File: config.mk
export PLATFORM = sky130hd
export DESIGN_NAME = socks5_handshake_parser_core
export DESIGN_NICKNAME = d
export VERILOG_FILES = /design/src/rtl/s5hp_pkg.sv /design/src/rtl/s5hp_parser.sv /design/src/rtl/s5hp_emitter.sv /design/src/rtl/socks5_handshake_parser_core.sv
export SDC_FILE = /design/constraint.sdc
export NUM_CORES = 1
export LEC_CHECK = 0
export BUFFER_PORTS_ARGS = -buffer_cell sky130_fd_sc_hd__buf_2
export CORE_MARGIN = 3
export CORE_UTILIZATION = 30
export DETAILED_ROUTE_END_ITERATION = 7
export PLACE_DENSITY = 0.48
export SLEW_MARGIN = 5
export SYNTH_ARGS = -nofsm -noshare
export SYNTH_HDL_FRONTEND = slang
export SYNTH_SLANG_ARGS = --single-unit
File: constraint.sdc
create_clock -name clk -period 13.6 [get_ports clk]
set_clock_uncertainty 0.05 [all_clocks]
set_input_delay 1.36 -clock clk [delete_from_list [all_inputs] [get_ports clk]]
set_output_delay 1.36 -clock clk [all_outputs]
set_load 0.005 [all_outputs]
File: src/rtl/s5hp_pkg.sv
package s5hp_pkg;

    // result kinds
    localparam logic [2:0] KIND_REPLY   = 3'd0;
    localparam logic [2:0] KIND_NAME    = 3'd1;
    localparam logic [2:0] KIND_CONNECT = 3'd2;
    localparam logic [2:0] KIND_RESOLVE = 3'd3;
    localparam logic [2:0] KIND_CLOSE   = 3'd4;

    // protocol byte values
    localparam logic [7:0] SOCKS_VER      = 8'h05;
    localparam logic [7:0] METHOD_NOAUTH  = 8'h00;
    localparam logic [7:0] REP_OK         = 8'h00;
    localparam logic [7:0] REP_NO_METHOD  = 8'hFF;
    localparam logic [7:0] REP_CMD_UNSUP  = 8'h07;
    localparam logic [7:0] REP_ATYP_UNSUP = 8'h08;
    localparam logic [7:0] CMD_CONNECT    = 8'h01;
    localparam logic [7:0] ATYP_IPV4      = 8'h01;
    localparam logic [7:0] ATYP_DOMAIN    = 8'h03;
    localparam logic [7:0] RSV_BYTE       = 8'h00;

    // burst lengths
    localparam logic [3:0] GREET_REPLY_LEN = 4'd2;
    localparam logic [3:0] REQ_REPLY_LEN   = 4'd10;
    localparam logic [3:0] MAX_BURST       = 4'd11;

    // one burst of results caused by a single input byte
    typedef struct packed {
        logic [3:0]  count;      // total results in the burst
        logic [3:0]  reply_len;  // leading reply bytes
        logic [7:0]  reply_code; // second reply byte
        logic [2:0]  fin_kind;   // trailing item after the reply bytes
        logic [7:0]  fin_data;
        logic [31:0] fin_ipv4;
        logic [15:0] fin_port;
        logic [7:0]  fin_nlen;
    } burst_t;

endpackage

File: src/rtl/s5hp_parser.sv
module s5hp_parser (
    input  logic            clk,
    input  logic            rst_n,
    input  logic            in_fire,
    input  logic [7:0]      rx_byte,
    input  logic            stream_end,
    output logic            burst_valid,
    output s5hp_pkg::burst_t burst
);
    import s5hp_pkg::*;

    // parser phases
    localparam logic [3:0] PH_G_VER   = 4'd0;
    localparam logic [3:0] PH_G_NMETH = 4'd1;
    localparam logic [3:0] PH_G_METH  = 4'd2;
    localparam logic [3:0] PH_R_VER   = 4'd3;
    localparam logic [3:0] PH_R_CMD   = 4'd4;
    localparam logic [3:0] PH_R_RSV   = 4'd5;
    localparam logic [3:0] PH_R_ATYP  = 4'd6;
    localparam logic [3:0] PH_R_ADDR  = 4'd7;
    localparam logic [3:0] PH_R_DLEN  = 4'd8;
    localparam logic [3:0] PH_R_NAME  = 4'd9;
    localparam logic [3:0] PH_R_PORT  = 4'd10;
    localparam logic [3:0] PH_DONE    = 4'd11;

    logic [3:0]  phase_reg, phase_next;
    logic [8:0]  byte_count_reg, byte_count_next;
    logic [7:0]  method_count_reg, method_count_next;
    logic        no_auth_reg, no_auth_next;
    logic [7:0]  reply_code_reg, reply_code_next;
    logic [7:0]  address_kind_reg, address_kind_next;
    logic [31:0] address_reg, address_next;
    logic [15:0] port_reg, port_next;
    logic [7:0]  domain_length_reg, domain_length_next;

    logic [8:0]  count_inc;
    burst_t      b;

    assign count_inc = byte_count_reg + 9'd1;

    // next state and burst descriptor for the current byte
    always_comb
    begin
        phase_next         = phase_reg;
        byte_count_next    = byte_count_reg;
        method_count_next  = method_count_reg;
        no_auth_next       = no_auth_reg;
        reply_code_next    = reply_code_reg;
        address_kind_next  = address_kind_reg;
        address_next       = address_reg;
        port_next          = port_reg;
        domain_length_next = domain_length_reg;

        b.count      = 4'd0;
        b.reply_len  = 4'd0;
        b.reply_code = REP_OK;
        b.fin_kind   = KIND_CLOSE;
        b.fin_data   = 8'd0;
        b.fin_ipv4   = 32'd0;
        b.fin_port   = 16'd0;
        b.fin_nlen   = 8'd0;

        if (phase_reg >= PH_DONE)
        begin
            phase_next = phase_reg;
        end
        else if (stream_end)
        begin
            // client closed before the handshake finished
            b.count    = 4'd1;
            phase_next = PH_DONE;
        end
        else
        begin
            unique case (phase_reg)
                PH_G_VER:
                begin
                    if (rx_byte != SOCKS_VER)
                    begin
                        b.count    = 4'd1;
                        phase_next = PH_DONE;
                    end
                    else
                    begin
                        phase_next = PH_G_NMETH;
                    end
                end
                PH_G_NMETH:
                begin
                    method_count_next = rx_byte;
                    byte_count_next   = 9'd0;
                    no_auth_next      = 1'b0;
                    if (rx_byte == 8'd0)
                    begin
                        // no methods offered: 05 ff and close
                        b.count      = GREET_REPLY_LEN + 4'd1;
                        b.reply_len  = GREET_REPLY_LEN;
                        b.reply_code = REP_NO_METHOD;
                        phase_next   = PH_DONE;
                    end
                    else
                    begin
                        phase_next = PH_G_METH;
                    end
                end
                PH_G_METH:
                begin
                    no_auth_next    = no_auth_reg | (rx_byte == METHOD_NOAUTH);
                    byte_count_next = count_inc;
                    if (count_inc >= {1'b0, method_count_reg})
                    begin
                        b.reply_len = GREET_REPLY_LEN;
                        if (no_auth_next)
                        begin
                            b.count         = GREET_REPLY_LEN;
                            b.reply_code    = REP_OK;
                            phase_next      = PH_R_VER;
                            byte_count_next = 9'd0;
                        end
                        else
                        begin
                            b.count      = GREET_REPLY_LEN + 4'd1;
                            b.reply_code = REP_NO_METHOD;
                            phase_next   = PH_DONE;
                        end
                    end
                end
                PH_R_VER:
                begin
                    if (rx_byte != SOCKS_VER)
                    begin
                        b.count    = 4'd1;
                        phase_next = PH_DONE;
                    end
                    else
                    begin
                        phase_next = PH_R_CMD;
                    end
                end
                PH_R_CMD:
                begin
                    reply_code_next = (rx_byte == CMD_CONNECT) ? REP_OK : REP_CMD_UNSUP;
                    phase_next      = PH_R_RSV;
                end
                PH_R_RSV:
                begin
                    phase_next = PH_R_ATYP;
                end
                PH_R_ATYP:
                begin
                    address_kind_next = rx_byte;
                    byte_count_next   = 9'd0;
                    address_next      = 32'd0;
                    port_next         = 16'd0;
                    if (rx_byte == ATYP_IPV4)
                    begin
                        phase_next = PH_R_ADDR;
                    end
                    else if (rx_byte == ATYP_DOMAIN)
                    begin
                        phase_next = PH_R_DLEN;
                    end
                    else
                    begin
                        // unknown address type: full reply then close
                        reply_code_next = REP_ATYP_UNSUP;
                        b.count         = MAX_BURST;
                        b.reply_len     = REQ_REPLY_LEN;
                        b.reply_code    = REP_ATYP_UNSUP;
                        phase_next      = PH_DONE;
                    end
                end
                PH_R_ADDR:
                begin
                    address_next    = {address_reg[23:0], rx_byte};
                    byte_count_next = count_inc;
                    if (count_inc >= 9'd4)
                    begin
                        byte_count_next = 9'd0;
                        phase_next      = PH_R_PORT;
                    end
                end
                PH_R_DLEN:
                begin
                    domain_length_next = rx_byte;
                    byte_count_next    = 9'd0;
                    phase_next         = (rx_byte == 8'd0) ? PH_R_PORT : PH_R_NAME;
                end
                PH_R_NAME:
                begin
                    // pass the name byte on as it arrives
                    b.count         = 4'd1;
                    b.fin_kind      = KIND_NAME;
                    b.fin_data      = rx_byte;
                    byte_count_next = count_inc;
                    if (count_inc >= {1'b0, domain_length_reg})
                    begin
                        byte_count_next = 9'd0;
                        phase_next      = PH_R_PORT;
                    end
                end
                PH_R_PORT:
                begin
                    port_next       = {port_reg[7:0], rx_byte};
                    byte_count_next = count_inc;
                    if (count_inc >= 9'd2)
                    begin
                        // request complete: reply then connect, resolve or close
                        byte_count_next = 9'd0;
                        phase_next      = PH_DONE;
                        b.count         = MAX_BURST;
                        b.reply_len     = REQ_REPLY_LEN;
                        b.reply_code    = reply_code_reg;
                        if (reply_code_reg != REP_OK)
                        begin
                            b.fin_kind = KIND_CLOSE;
                        end
                        else if (address_kind_reg == ATYP_IPV4)
                        begin
                            b.fin_kind = KIND_CONNECT;
                            b.fin_ipv4 = address_reg;
                            b.fin_port = port_next;
                        end
                        else
                        begin
                            b.fin_kind = KIND_RESOLVE;
                            b.fin_port = port_next;
                            b.fin_nlen = domain_length_reg;
                        end
                    end
                end
                default:
                begin
                    phase_next = PH_DONE;
                end
            endcase
        end
    end

    assign burst       = b;
    assign burst_valid = in_fire && (b.count != 4'd0);

    // parser state
    always_ff @(posedge clk or negedge rst_n)
    begin
        if (!rst_n)
        begin
            phase_reg         <= PH_G_VER;
            byte_count_reg    <= 9'd0;
            method_count_reg  <= 8'd0;
            no_auth_reg       <= 1'b0;
            reply_code_reg    <= 8'd0;
            address_kind_reg  <= 8'd0;
            address_reg       <= 32'd0;
            port_reg          <= 16'd0;
            domain_length_reg <= 8'd0;
        end
        else if (in_fire)
        begin
            phase_reg         <= phase_next;
            byte_count_reg    <= byte_count_next;
            method_count_reg  <= method_count_next;
            no_auth_reg       <= no_auth_next;
            reply_code_reg    <= reply_code_next;
            address_kind_reg  <= address_kind_next;
            address_reg       <= address_next;
            port_reg          <= port_next;
            domain_length_reg <= domain_length_next;
        end
    end

    // once finished the parser stays finished
    assert property (@(posedge clk) disable iff (!rst_n)
        phase_reg == PH_DONE |=> phase_reg == PH_DONE)
        else $error("parser left the done phase");

    // phase never runs past done
    assert property (@(posedge clk) disable iff (!rst_n)
        phase_reg <= PH_DONE)
        else $error("parser phase out of range");

    // a full reply burst only comes from the address type or port bytes
    assert property (@(posedge clk) disable iff (!rst_n)
        burst_valid && (b.count == MAX_BURST) |->
            (phase_reg == PH_R_ATYP) || (phase_reg == PH_R_PORT))
        else $error("full reply burst from unexpected phase");

endmodule

File: src/rtl/s5hp_emitter.sv
module s5hp_emitter (
    input  logic             clk,
    input  logic             rst_n,
    input  logic             burst_valid,
    input  s5hp_pkg::burst_t burst,
    output logic             burst_take,
    input  logic [31:0]      bound_ipv4,
    input  logic [15:0]      bound_port,
    output logic             out_valid,
    input  logic             out_stall,
    output logic [2:0]       kind,
    output logic [7:0]       data_byte,
    output logic [31:0]      target_ipv4,
    output logic [15:0]      target_port,
    output logic [7:0]       name_length,
    output logic             last
);
    import s5hp_pkg::*;

    logic        pend_valid_reg;
    burst_t      pend_reg;
    logic [3:0]  idx_reg;

    logic        out_valid_reg;
    logic [2:0]  kind_reg;
    logic [7:0]  data_reg;
    logic [31:0] ipv4_reg;
    logic [15:0] port_reg;
    logic [7:0]  nlen_reg;
    logic        last_reg;

    logic        out_free;
    logic        emit;
    logic        item_last;
    logic        item_reply;
    logic [7:0]  reply_byte;

    assign out_free   = !out_valid_reg || !out_stall;
    assign emit       = pend_valid_reg && out_free;
    assign item_last  = idx_reg == (pend_reg.count - 4'd1);
    assign item_reply = idx_reg < pend_reg.reply_len;
    assign burst_take = !pend_valid_reg || (emit && item_last);

    // reply byte at the current position of the ten-byte reply
    always_comb
    begin
        unique case (idx_reg)
            4'd0:    reply_byte = SOCKS_VER;
            4'd1:    reply_byte = pend_reg.reply_code;
            4'd2:    reply_byte = RSV_BYTE;
            4'd3:    reply_byte = ATYP_IPV4;
            4'd4:    reply_byte = bound_ipv4[31:24];
            4'd5:    reply_byte = bound_ipv4[23:16];
            4'd6:    reply_byte = bound_ipv4[15:8];
            4'd7:    reply_byte = bound_ipv4[7:0];
            4'd8:    reply_byte = bound_port[15:8];
            4'd9:    reply_byte = bound_port[7:0];
            default: reply_byte = 8'd0;
        endcase
    end

    // pending burst and position within it
    always_ff @(posedge clk or negedge rst_n)
    begin
        if (!rst_n)
        begin
            pend_valid_reg <= 1'b0;
            idx_reg        <= 4'd0;
        end
        else if (burst_valid && burst_take)
        begin
            pend_valid_reg <= 1'b1;
            idx_reg        <= 4'd0;
        end
        else if (emit && item_last)
        begin
            pend_valid_reg <= 1'b0;
        end
        else if (emit)
        begin
            idx_reg <= idx_reg + 4'd1;
        end
    end

    always_ff @(posedge clk)
    begin
        if (burst_valid && burst_take)
        begin
            pend_reg <= burst;
        end
    end

    // output register
    always_ff @(posedge clk or negedge rst_n)
    begin
        if (!rst_n)
        begin
            out_valid_reg <= 1'b0;
        end
        else if (emit)
        begin
            out_valid_reg <= 1'b1;
        end
        else if (!out_stall)
        begin
            out_valid_reg <= 1'b0;
        end
    end

    always_ff @(posedge clk)
    begin
        if (emit)
        begin
            last_reg <= item_last;
            if (item_reply)
            begin
                kind_reg <= KIND_REPLY;
                data_reg <= reply_byte;
                ipv4_reg <= 32'd0;
                port_reg <= 16'd0;
                nlen_reg <= 8'd0;
            end
            else
            begin
                kind_reg <= pend_reg.fin_kind;
                data_reg <= pend_reg.fin_data;
                ipv4_reg <= pend_reg.fin_ipv4;
                port_reg <= pend_reg.fin_port;
                nlen_reg <= pend_reg.fin_nlen;
            end
        end
    end

    assign out_valid   = out_valid_reg;
    assign kind        = kind_reg;
    assign data_byte   = data_reg;
    assign target_ipv4 = ipv4_reg;
    assign target_port = port_reg;
    assign name_length = nlen_reg;
    assign last        = last_reg;

    // position stays inside the pending burst
    assert property (@(posedge clk) disable iff (!rst_n)
        pend_valid_reg |-> idx_reg < pend_reg.count)
        else $error("burst position past its length");

    // the reply bytes never outnumber the burst
    assert property (@(posedge clk) disable iff (!rst_n)
        pend_valid_reg |-> pend_reg.reply_len <= pend_reg.count)
        else $error("reply length exceeds burst length");

    // a stalled result stays put
    assert property (@(posedge clk) disable iff (!rst_n)
        out_valid_reg && out_stall |=>
            out_valid_reg && $stable(kind_reg) && $stable(data_reg) && $stable(last_reg))
        else $error("stalled result changed");

endmodule

File: src/rtl/socks5_handshake_parser_core.sv
// socks5 server handshake parser, one client byte per cycle while the input is not stalled
// first result of a byte passes through the pending burst register and then the output register
// throughput one byte per cycle while each byte gives at most one result and the output is not stalled
// a burst of several results stalls the input while the result sequencer emits it
// reset clears the parser to expect a greeting, bound address 127.0.0.1 port 0
module socks5_handshake_parser_core (
    input  logic        clk,
    input  logic        rst_n,
    input  logic        in_valid,
    output logic        in_stall,
    input  logic [7:0]  rx_byte,
    input  logic        stream_end,
    output logic        out_valid,
    input  logic        out_stall,
    output logic [2:0]  kind,
    output logic [7:0]  data_byte,
    output logic [31:0] target_ipv4,
    output logic [15:0] target_port,
    output logic [7:0]  name_length,
    output logic        last,
    input  logic        cfg_valid,
    output logic        cfg_ready,
    input  logic        cfg_index,
    input  logic [31:0] cfg_data
);
    import s5hp_pkg::*;

    localparam logic CFG_BOUND_IPV4 = 1'b0;
    localparam logic CFG_BOUND_PORT = 1'b1;

    logic        bound_ipv4_reg;
    logic [31:0] ipv4_cfg_reg;
    logic [15:0] port_cfg_reg;
    logic        in_fire;
    logic        burst_valid;
    logic        burst_take;
    burst_t      burst;

    assign cfg_ready = 1'b1;
    assign in_stall  = !burst_take;
    assign in_fire   = in_valid && !in_stall;

    // configuration registers
    always_ff @(posedge clk or negedge rst_n)
    begin
        if (!rst_n)
        begin
            ipv4_cfg_reg <= 32'h7F00_0001;
            port_cfg_reg <= 16'd0;
        end
        else if (cfg_valid && cfg_ready)
        begin
            unique case (cfg_index)
                CFG_BOUND_IPV4: ipv4_cfg_reg <= cfg_data;
                CFG_BOUND_PORT: port_cfg_reg <= cfg_data[15:0];
                default:        port_cfg_reg <= port_cfg_reg;
            endcase
        end
    end

    // marks that a write to the bound address index has been seen since reset
    always_ff @(posedge clk or negedge rst_n)
    begin
        if (!rst_n)
        begin
            bound_ipv4_reg <= 1'b0;
        end
        else if (cfg_valid && cfg_ready && (cfg_index == CFG_BOUND_IPV4))
        begin
            bound_ipv4_reg <= 1'b1;
        end
    end

    s5hp_parser u_parser (
        .clk         (clk),
        .rst_n       (rst_n),
        .in_fire     (in_fire),
        .rx_byte     (rx_byte),
        .stream_end  (stream_end),
        .burst_valid (burst_valid),
        .burst       (burst)
    );

    s5hp_emitter u_emitter (
        .clk         (clk),
        .rst_n       (rst_n),
        .burst_valid (burst_valid),
        .burst       (burst),
        .burst_take  (burst_take),
        .bound_ipv4  (ipv4_cfg_reg),
        .bound_port  (port_cfg_reg),
        .out_valid   (out_valid),
        .out_stall   (out_stall),
        .kind        (kind),
        .data_byte   (data_byte),
        .target_ipv4 (target_ipv4),
        .target_port (target_port),
        .name_length (name_length),
        .last        (last)
    );

    // a new burst is only taken on an accepted byte
    assert property (@(posedge clk) disable iff (!rst_n)
        burst_valid |-> in_fire)
        else $error("burst without an accepted byte");

    // the address register only changes through a write to its index
    assert property (@(posedge clk) disable iff (!rst_n)
        bound_ipv4_reg == 1'b0 |-> ipv4_cfg_reg == 32'h7F00_0001)
        else $error("bound address changed without a write");

    // only defined result kinds leave the block
    assert property (@(posedge clk) disable iff (!rst_n)
        out_valid |-> kind <= KIND_CLOSE)
        else $error("result kind out of range");

endmodule

==> qor.yml, run 1 <==
run_status: "finished clean"
grt_resource_usage_total_pct: 13.41
yosysSeqAreaShare_pct: 60.83
synthArstFlopShare_pct: 48.38
clk_pin_slew_ns: 0.06
grt_antenna_before_repair: 1
total_number_of_vias: 7919
core_um2: 41110
vdd.ir_drop.worst_mv: 0.1043
path_class: "flop to flop"
max-cap-violations: 0
grt.overflow.total: 0
floorplan.die.height_um: 210.8
grt_first_pass_wirelength_um: 47440
holdBufCountCts: 0
drt-wirelength-per-cell_um: 17.81
maxClockFrequency_mhz: 222.8
cts_root_buf: "sky130_fd_sc_hd__clkbuf_16"
timing.reg2reg.setup_slack_ns: 9.11
cell_depth_of_the_worst_hold_path: 2
area_delta_synth_final_pct: 16.64
drt_via_density: 4.719
endpoint: "u_emitter.pend_reg[5]$_SDFFCE_PP0P_"
routed_wirelength_um: 29880
pre_antenna_drt_iters: 6
power.density_cell_area_nw_per_um2: 181.1
htreeDepth: 1
top_level_ports: 118
worst-endpoint-arrival_ns: 4.64
synth_enable_flop_cells: 143
critical_path_required_ns: 13.75
layout.cells.most_common: "sky130_fd_sc_hd__edfxtp_1"
netlist-cell-type-count: 89
worst_slew_pin_slew_ns: 1.143
postRouteAntennaNets: 0
ys_warn_count: 0
fin_crit_ns: 4.489
combPwrFrac_pct: 24.9
die_width_um: 210.8
pwr-share-seq_pct: 44.5
place.detailed.instances: 1620
yosys_register_bits: 277
worstReg2RegStart: "u_parser.byte_count_reg[0]$_DFFE_PN0P_"
port_buffer_count: 116
hold_viol: 0
fin_nets: 1190
final_cell_count_no_fill: 1678
initial_core_util_pct: 30.62
timing_max_transition_violations_final: 0
startpoint_type: "flop"
vias_in_the_first_global_route: 7958
dr.first_iter.drc_count: 506
netlist_area_um2: 12590
drc: 0
floorplan.die_area_um2: 44450
cts_tree: "done"
cts_made_buffers: 31
p_int_uw: 1817
routabilityCongestion: 0.8385
postSynth.topFlopCell: "sky130_fd_sc_hd__edfxtp_1"
largest_reg_flops: 75
final_layout_size_suffix_gt1_share_pct: 24.78
postSynthCellCount: 1020
grt_max_degree: 76
dp_hpwl_um: 20310
rsz_0062_raised_after_global_routing: "no"
timing.critical_path.from: "u_parser.byte_count_reg[0]$_DFFE_PN0P_"
worstRegToRegCells: 11
relSlewSlack_pct: 23.19
worst_hold_path_type: "flop to flop"
worstReg2RegEnd: "u_emitter.pend_reg[5]$_SDFFCE_PP0P_"
power.switching_uw: 842.7
timing.final.setup_violations: 0
post_synthesis_net_count: 1089
power.switching_fraction_pct: 31.69
layout_common_cells: "sky130_fd_sc_hd__edfxtp_1, sky130_fd_sc_hd__dfrtp_1, sky130_fd_sc_hd__buf_2"
synth.avg_cell_area_um2: 12.34
final_min_period_over_clock_period_pct: 33.01
final.setup.tns_ns: 0
fp-row-count: 74
crit_path_end_kind: "flop"
cellLeakagePower_uw: 0.005890
clock_sinks: 277
antenna_cells: 0
cts_setup_buffers: 0
pwr-share-clk_pct: 30.7
max_root_sink_buffers: 3
worst-path-max-fanout: 75
worst_skew_pair.late_latency_ns: 0.58
post_cts.resized_instances: 0
-- cells in the mapped netlist, types with 16 or more instances --
master / number / area (um^2)
sky130_fd_sc_hd__inv_1: 33 / 123.9
sky130_fd_sc_hd__ha_1: 22 / 275.3
sky130_fd_sc_hd__nor2_1: 35 / 131.4
sky130_fd_sc_hd__clkbuf_1: 33 / 123.9
sky130_fd_sc_hd__nand2_1: 106 / 397.9
sky130_fd_sc_hd__o21ai_0: 54 / 270.3
sky130_fd_sc_hd__a22o_1: 21 / 183.9
sky130_fd_sc_hd__nor3_1: 16 / 80.08
sky130_fd_sc_hd__nor2b_1: 65 / 406.6
sky130_fd_sc_hd__dfrtp_1: 126 / 3153
sky130_fd_sc_hd__edfxtp_1: 143 / 4294
sky130_fd_sc_hd__a21oi_1: 28 / 140.1
sky130_fd_sc_hd__mux2_2: 65 / 732.0
sky130_fd_sc_hd__and2_1: 59 / 369.1
-- metrics by stage --
step | setup slack (ns) | power, uW | hold slack [ns] | util [%] | instance area [um^2]
global route | 8.785 | 2833 | 0.4594 | 35.71 | 14680
CTS | 9.142 | 2712 | 0.4264 | 35.71 | 14680
floorplan | 8.327 | 1608 | 0.3918 | - | 12590
global placement | 8.873 | 1874 | 0.4037 | 33.26 | 13670
finish | 9.111 | 2660 | 0.4189 | 35.71 | 14680
detailed placement | 8.812 | 1878 | 0.4123 | 33.26 | 13670
-- layer usage --
layer,share of wire (%),vias up,global-route usage (%)
met2,45,139,20.86
met1,48,3842,19.63
met4,1.9,2,3.279
li1,-,3891,-
met3,4.5,45,2.258
met5,0.067,-,0
-- worst min path at each step --
stage / from / end / slack [ns]
floorplan: u_parser.address_reg[24]$_DFFE_PN0P_ / u_parser.address_reg[24]$_DFFE_PN0P_ / 0.39
finish: u_parser.address_reg[28]$_DFFE_PN0P_ / u_parser.address_reg[28]$_DFFE_PN0P_ / 0.42
global placement: u_parser.address_reg[24]$_DFFE_PN0P_ / u_parser.address_reg[24]$_DFFE_PN0P_ / 0.40
detailed placement: u_parser.address_reg[28]$_DFFE_PN0P_ / u_parser.address_reg[28]$_DFFE_PN0P_ / 0.41
global route: u_parser.address_reg[29]$_DFFE_PN0P_ / u_parser.address_reg[29]$_DFFE_PN0P_ / 0.46
CTS: u_parser.address_reg[28]$_DFFE_PN0P_ / u_parser.address_reg[28]$_DFFE_PN0P_ / 0.43
-- worst max-delay path, stage by stage (launching register included) --
cell	delay [ns]
sky130_fd_sc_hd__dfrtp_1	0.52
sky130_fd_sc_hd__ha_1	0.35
sky130_fd_sc_hd__nand3_1	0.35
sky130_fd_sc_hd__nand2_1	0.17
sky130_fd_sc_hd__nand2_1	0.11
sky130_fd_sc_hd__ha_1	0.31
sky130_fd_sc_hd__nand3_1	0.07
sky130_fd_sc_hd__o21ai_0	0.25
sky130_fd_sc_hd__a41o_1	0.35
sky130_fd_sc_hd__o31ai_2	0.13
sky130_fd_sc_hd__a311oi_2	0.47
sky130_fd_sc_hd__or2_4	0.85
-- power by group through the flow --
stage	Sequential, uW	Clock (uW)	Combinational, uW
floorplan	1170	0	436
global placement	1200	0	671
detailed placement	1200	0	675
CTS	1190	847	678
global route	1210	881	746
finish	1180	815	661
-- cell type report --
| class | count | area (um^2) |
|---|---|---|
| clock buffers | 46 | 924.6 |
| repair buffers | 124 | 646.9 |
| fillers | 4124 | 26430 |
| inverters | 34 | 127.6 |
| flip-flops and latches | 277 | 7657 |
| well taps | 532 | 665.6 |
| clock inverters | 12 | 83.83 |
| multi-input cells | 653 | 4576 |
-- kinds of logic (layout without fill, tap and decap cells) --
logic type,after synthesis,count (layout),synth area share (%)
AND/OR/NAND/NOR,350,350,14.70
flip-flops,277,277,60.83
AO/OA/AOI/OAI,193,193,11.32
buffers and inverters,90,216,2.982
multiplexers,76,76,7.008
adder cells (fa/ha/maj),22,22,2.187
XOR/XNOR,11,11,0.9344
other,1,1,0.02979
(Power assumes the default switching activity.)
==> inputs of run 2 (changes only) <==
--- a/config.mk
+++ b/config.mk
@@ -9,7 +9,7 @@
 export CORE_MARGIN = 3
 export CORE_UTILIZATION = 30
 export DETAILED_ROUTE_END_ITERATION = 7
-export PLACE_DENSITY = 0.48
+export PLACE_DENSITY = 0.5
 export SLEW_MARGIN = 5
 export SYNTH_ARGS = -nofsm -noshare
 export SYNTH_HDL_FRONTEND = slang
==> constraint.sdc (replaced) <==
create_clock -name clk -period 3.78 [get_ports clk]
set_clock_uncertainty 0.05 [all_clocks]
set_input_delay 0.378 -clock clk [delete_from_list [all_inputs] [get_ports clk]]
set_output_delay 0.378 -clock clk [all_outputs]
set_load 0.005 [all_outputs]
==> run 2 against run 1 <==
Via count grew 4.7%. First-iteration DRC count grew 38%. Critical path depth grew 2. Final cell count grew 3.0%. Register-to-register slack lost 8.9 ns. Routed wire length grew 1.9%. Clock-buffer cell count shrank 9. Fmax grew 27%. Worst hold slack lost 0.38 ns. Sequential cell count is the same. Non-clock buffer count grew 49. Critical path type unchanged. Largest power group unchanged.
==> qor.yml, run 2 (same netlist as run 1, synthesis figures left out) <==
run_status: "finished clean"
floorplan.die_area_um2: 44450
layout_common_cells: "sky130_fd_sc_hd__edfxtp_1, sky130_fd_sc_hd__dfrtp_1, sky130_fd_sc_hd__buf_2"
worst_hold_path_type: "primary input to flop"
grt_max_degree: 86
path_class: "flop to flop"
postRouteAntennaNets: 0
fin_crit_ns: 3.529
layout.cells.most_common: "sky130_fd_sc_hd__edfxtp_1"
fin_nets: 1239
timing_max_transition_violations_final: 0
drc: 0
fillCellCount: 4078
max_root_sink_buffers: 3
max-cap-violations: 0
maxClockFrequency_mhz: 283.4
cellLeakagePower_uw: 0.006144
total_number_of_vias: 8290
dp_hpwl_um: 20780
top_level_ports: 118
post-route-worst-setup-slack_ns: 0.2510
timing.critical_path.from: "u_parser.byte_count_reg[0]$_DFFE_PN0P_"
port_buffer_count: 116
worst-path-max-fanout: 9
die_width_um: 210.8
worst_slew_pin_slew_ns: 0.9711
drt_via_density: 4.797
cts_tree: "done"
crit_path_end_kind: "flop"
worst_skew_pair.late_latency_ns: 0.57
clk_pin_slew_ns: 0.06
worst-endpoint-arrival_ns: 3.95
dr.first_iter.drc_count: 697
fp-row-count: 74
drt-wirelength-per-cell_um: 17.62
pre_antenna_drt_iters: 5
initial_core_util_pct: 30.62
clock_sinks: 277
power.density_cell_area_nw_per_um2: 648.9
final_design_area_no_fill_um2: 15260
post_dp_cell_area_um2: 13840
worstReg2RegStart: "u_parser.byte_count_reg[0]$_DFFE_PN0P_"
grt.overflow.total: 0
register_area_um2: 7659
timing.final.setup_violations: 0
final.setup.tns_ns: 0
cts_made_buffers: 31
largest_reg_flops: 75
grt_resource_usage_total_pct: 13.71
critical_path_required_ns: 4.20
area_delta_synth_final_pct: 21.21
post_layout_util_pct: 37.11
vias_in_the_first_global_route: 8580
cts_root_buf: "sky130_fd_sc_hd__clkbuf_16"
grt_first_pass_wirelength_um: 48860
dp_slack_ns: 0.04334
relSlewSlack_pct: 35.19
area_of_the_multi_input_gates_um2: 4579
final_min_period_over_clock_period_pct: 93.36
total_power_uw: 9900
routabilityCongestion: 0.8457
hold_viol: 0
core_um2: 41110
floorplan.die.height_um: 210.8
vdd.ir_drop.worst_mv: 0.3499
startpoint_type: "flop"
final_layout_size_suffix_gt1_share_pct: 25.44
routed_wirelength_um: 30450
htreeDepth: 1
hold_start: "cfg_data[0]"
grt_antenna_before_repair: 2
run 2: path summary, 6_finish.rpt:
check	cells past startpoint	end	slack, ns
setup / recovery	13	u_parser.byte_count_reg[0]$_DFFE_PN0P_	0.25
hold / removal	2	port_cfg_reg[0]$_DFFE_PN0P_	0.04
setup reg to reg	13	u_parser.byte_count_reg[0]$_DFFE_PN0P_	0.25
hold reg to reg	2	u_parser.address_reg[28]$_DFFE_PN0P_	0.42
max in group asynchronous	3	ipv4_cfg_reg[29]$_DFFE_PN1P_	2.45
min in group asynchronous	2	u_emitter.idx_reg[2]$_DFFE_PN0P_	0.42
run 2: layout make-up:
class / instances / area share, %
multi-input cells: 653 / 30.01
clock inverters: 21 / 1.640
inverters: 34 / 0.8365
well taps: 532 / 4.363
clock buffers: 37 / 5.429
repair buffers: 173 / 7.504
flip-flops and latches: 277 / 50.20
diodes: 1 / 0.01640
run 2: what timing repair did:
item,in CTS,in global routing
resized for setup,0,5
endpoints found under the setup margin,0,87
endpoints found under the hold margin,129,0
hold buffers,32,0
setup buffers,0,1
run 2: report_power, final:
group | internal, uW | switching (uW) | total (uW)
clock network | 1910 | 1250 | 3160
registers | 3930 | 309 | 4230
logic | 999 | 1510 | 2510
total | 6830 | 3070 | 9900
run 2: per-layer routing:
metal	vias to the layer above	wire length [um]	global-route usage [%]
li1	3996	-	-
met1	4085	14220	19.21
met2	162	14230	21.96
met3	45	1234	2.124
met4	2	745	4.365
met5	-	20	0
run 2: stage by stage:
| step | hold WS [ns] | instances |
|---|---|---|
| after floorplan | 0.03241 | 1020 |
| after global placement | 0.4063 | 1636 |
| after detailed placement | 0.4167 | 1636 |
| after CTS | 0.0003954 | 1726 |
| after global routing | 0.01832 | 1728 |
| final | 0.03780 | 1728 |
run 2: worst max-delay path, stage by stage, from the launching register on:
cell	delay [ns]
sky130_fd_sc_hd__dfrtp_2	0.46
sky130_fd_sc_hd__ha_2	0.25
sky130_fd_sc_hd__and3_4	0.21
sky130_fd_sc_hd__nand2_1	0.08
sky130_fd_sc_hd__nand2_1	0.10
sky130_fd_sc_hd__ha_1	0.32
sky130_fd_sc_hd__a2111oi_0	0.44
sky130_fd_sc_hd__o21ai_1	0.19
sky130_fd_sc_hd__a2111oi_1	0.38
sky130_fd_sc_hd__o211ai_1	0.27
sky130_fd_sc_hd__o211ai_1	0.17
sky130_fd_sc_hd__buf_4	0.17
sky130_fd_sc_hd__nand3_1	0.13
sky130_fd_sc_hd__o21ai_0	0.20
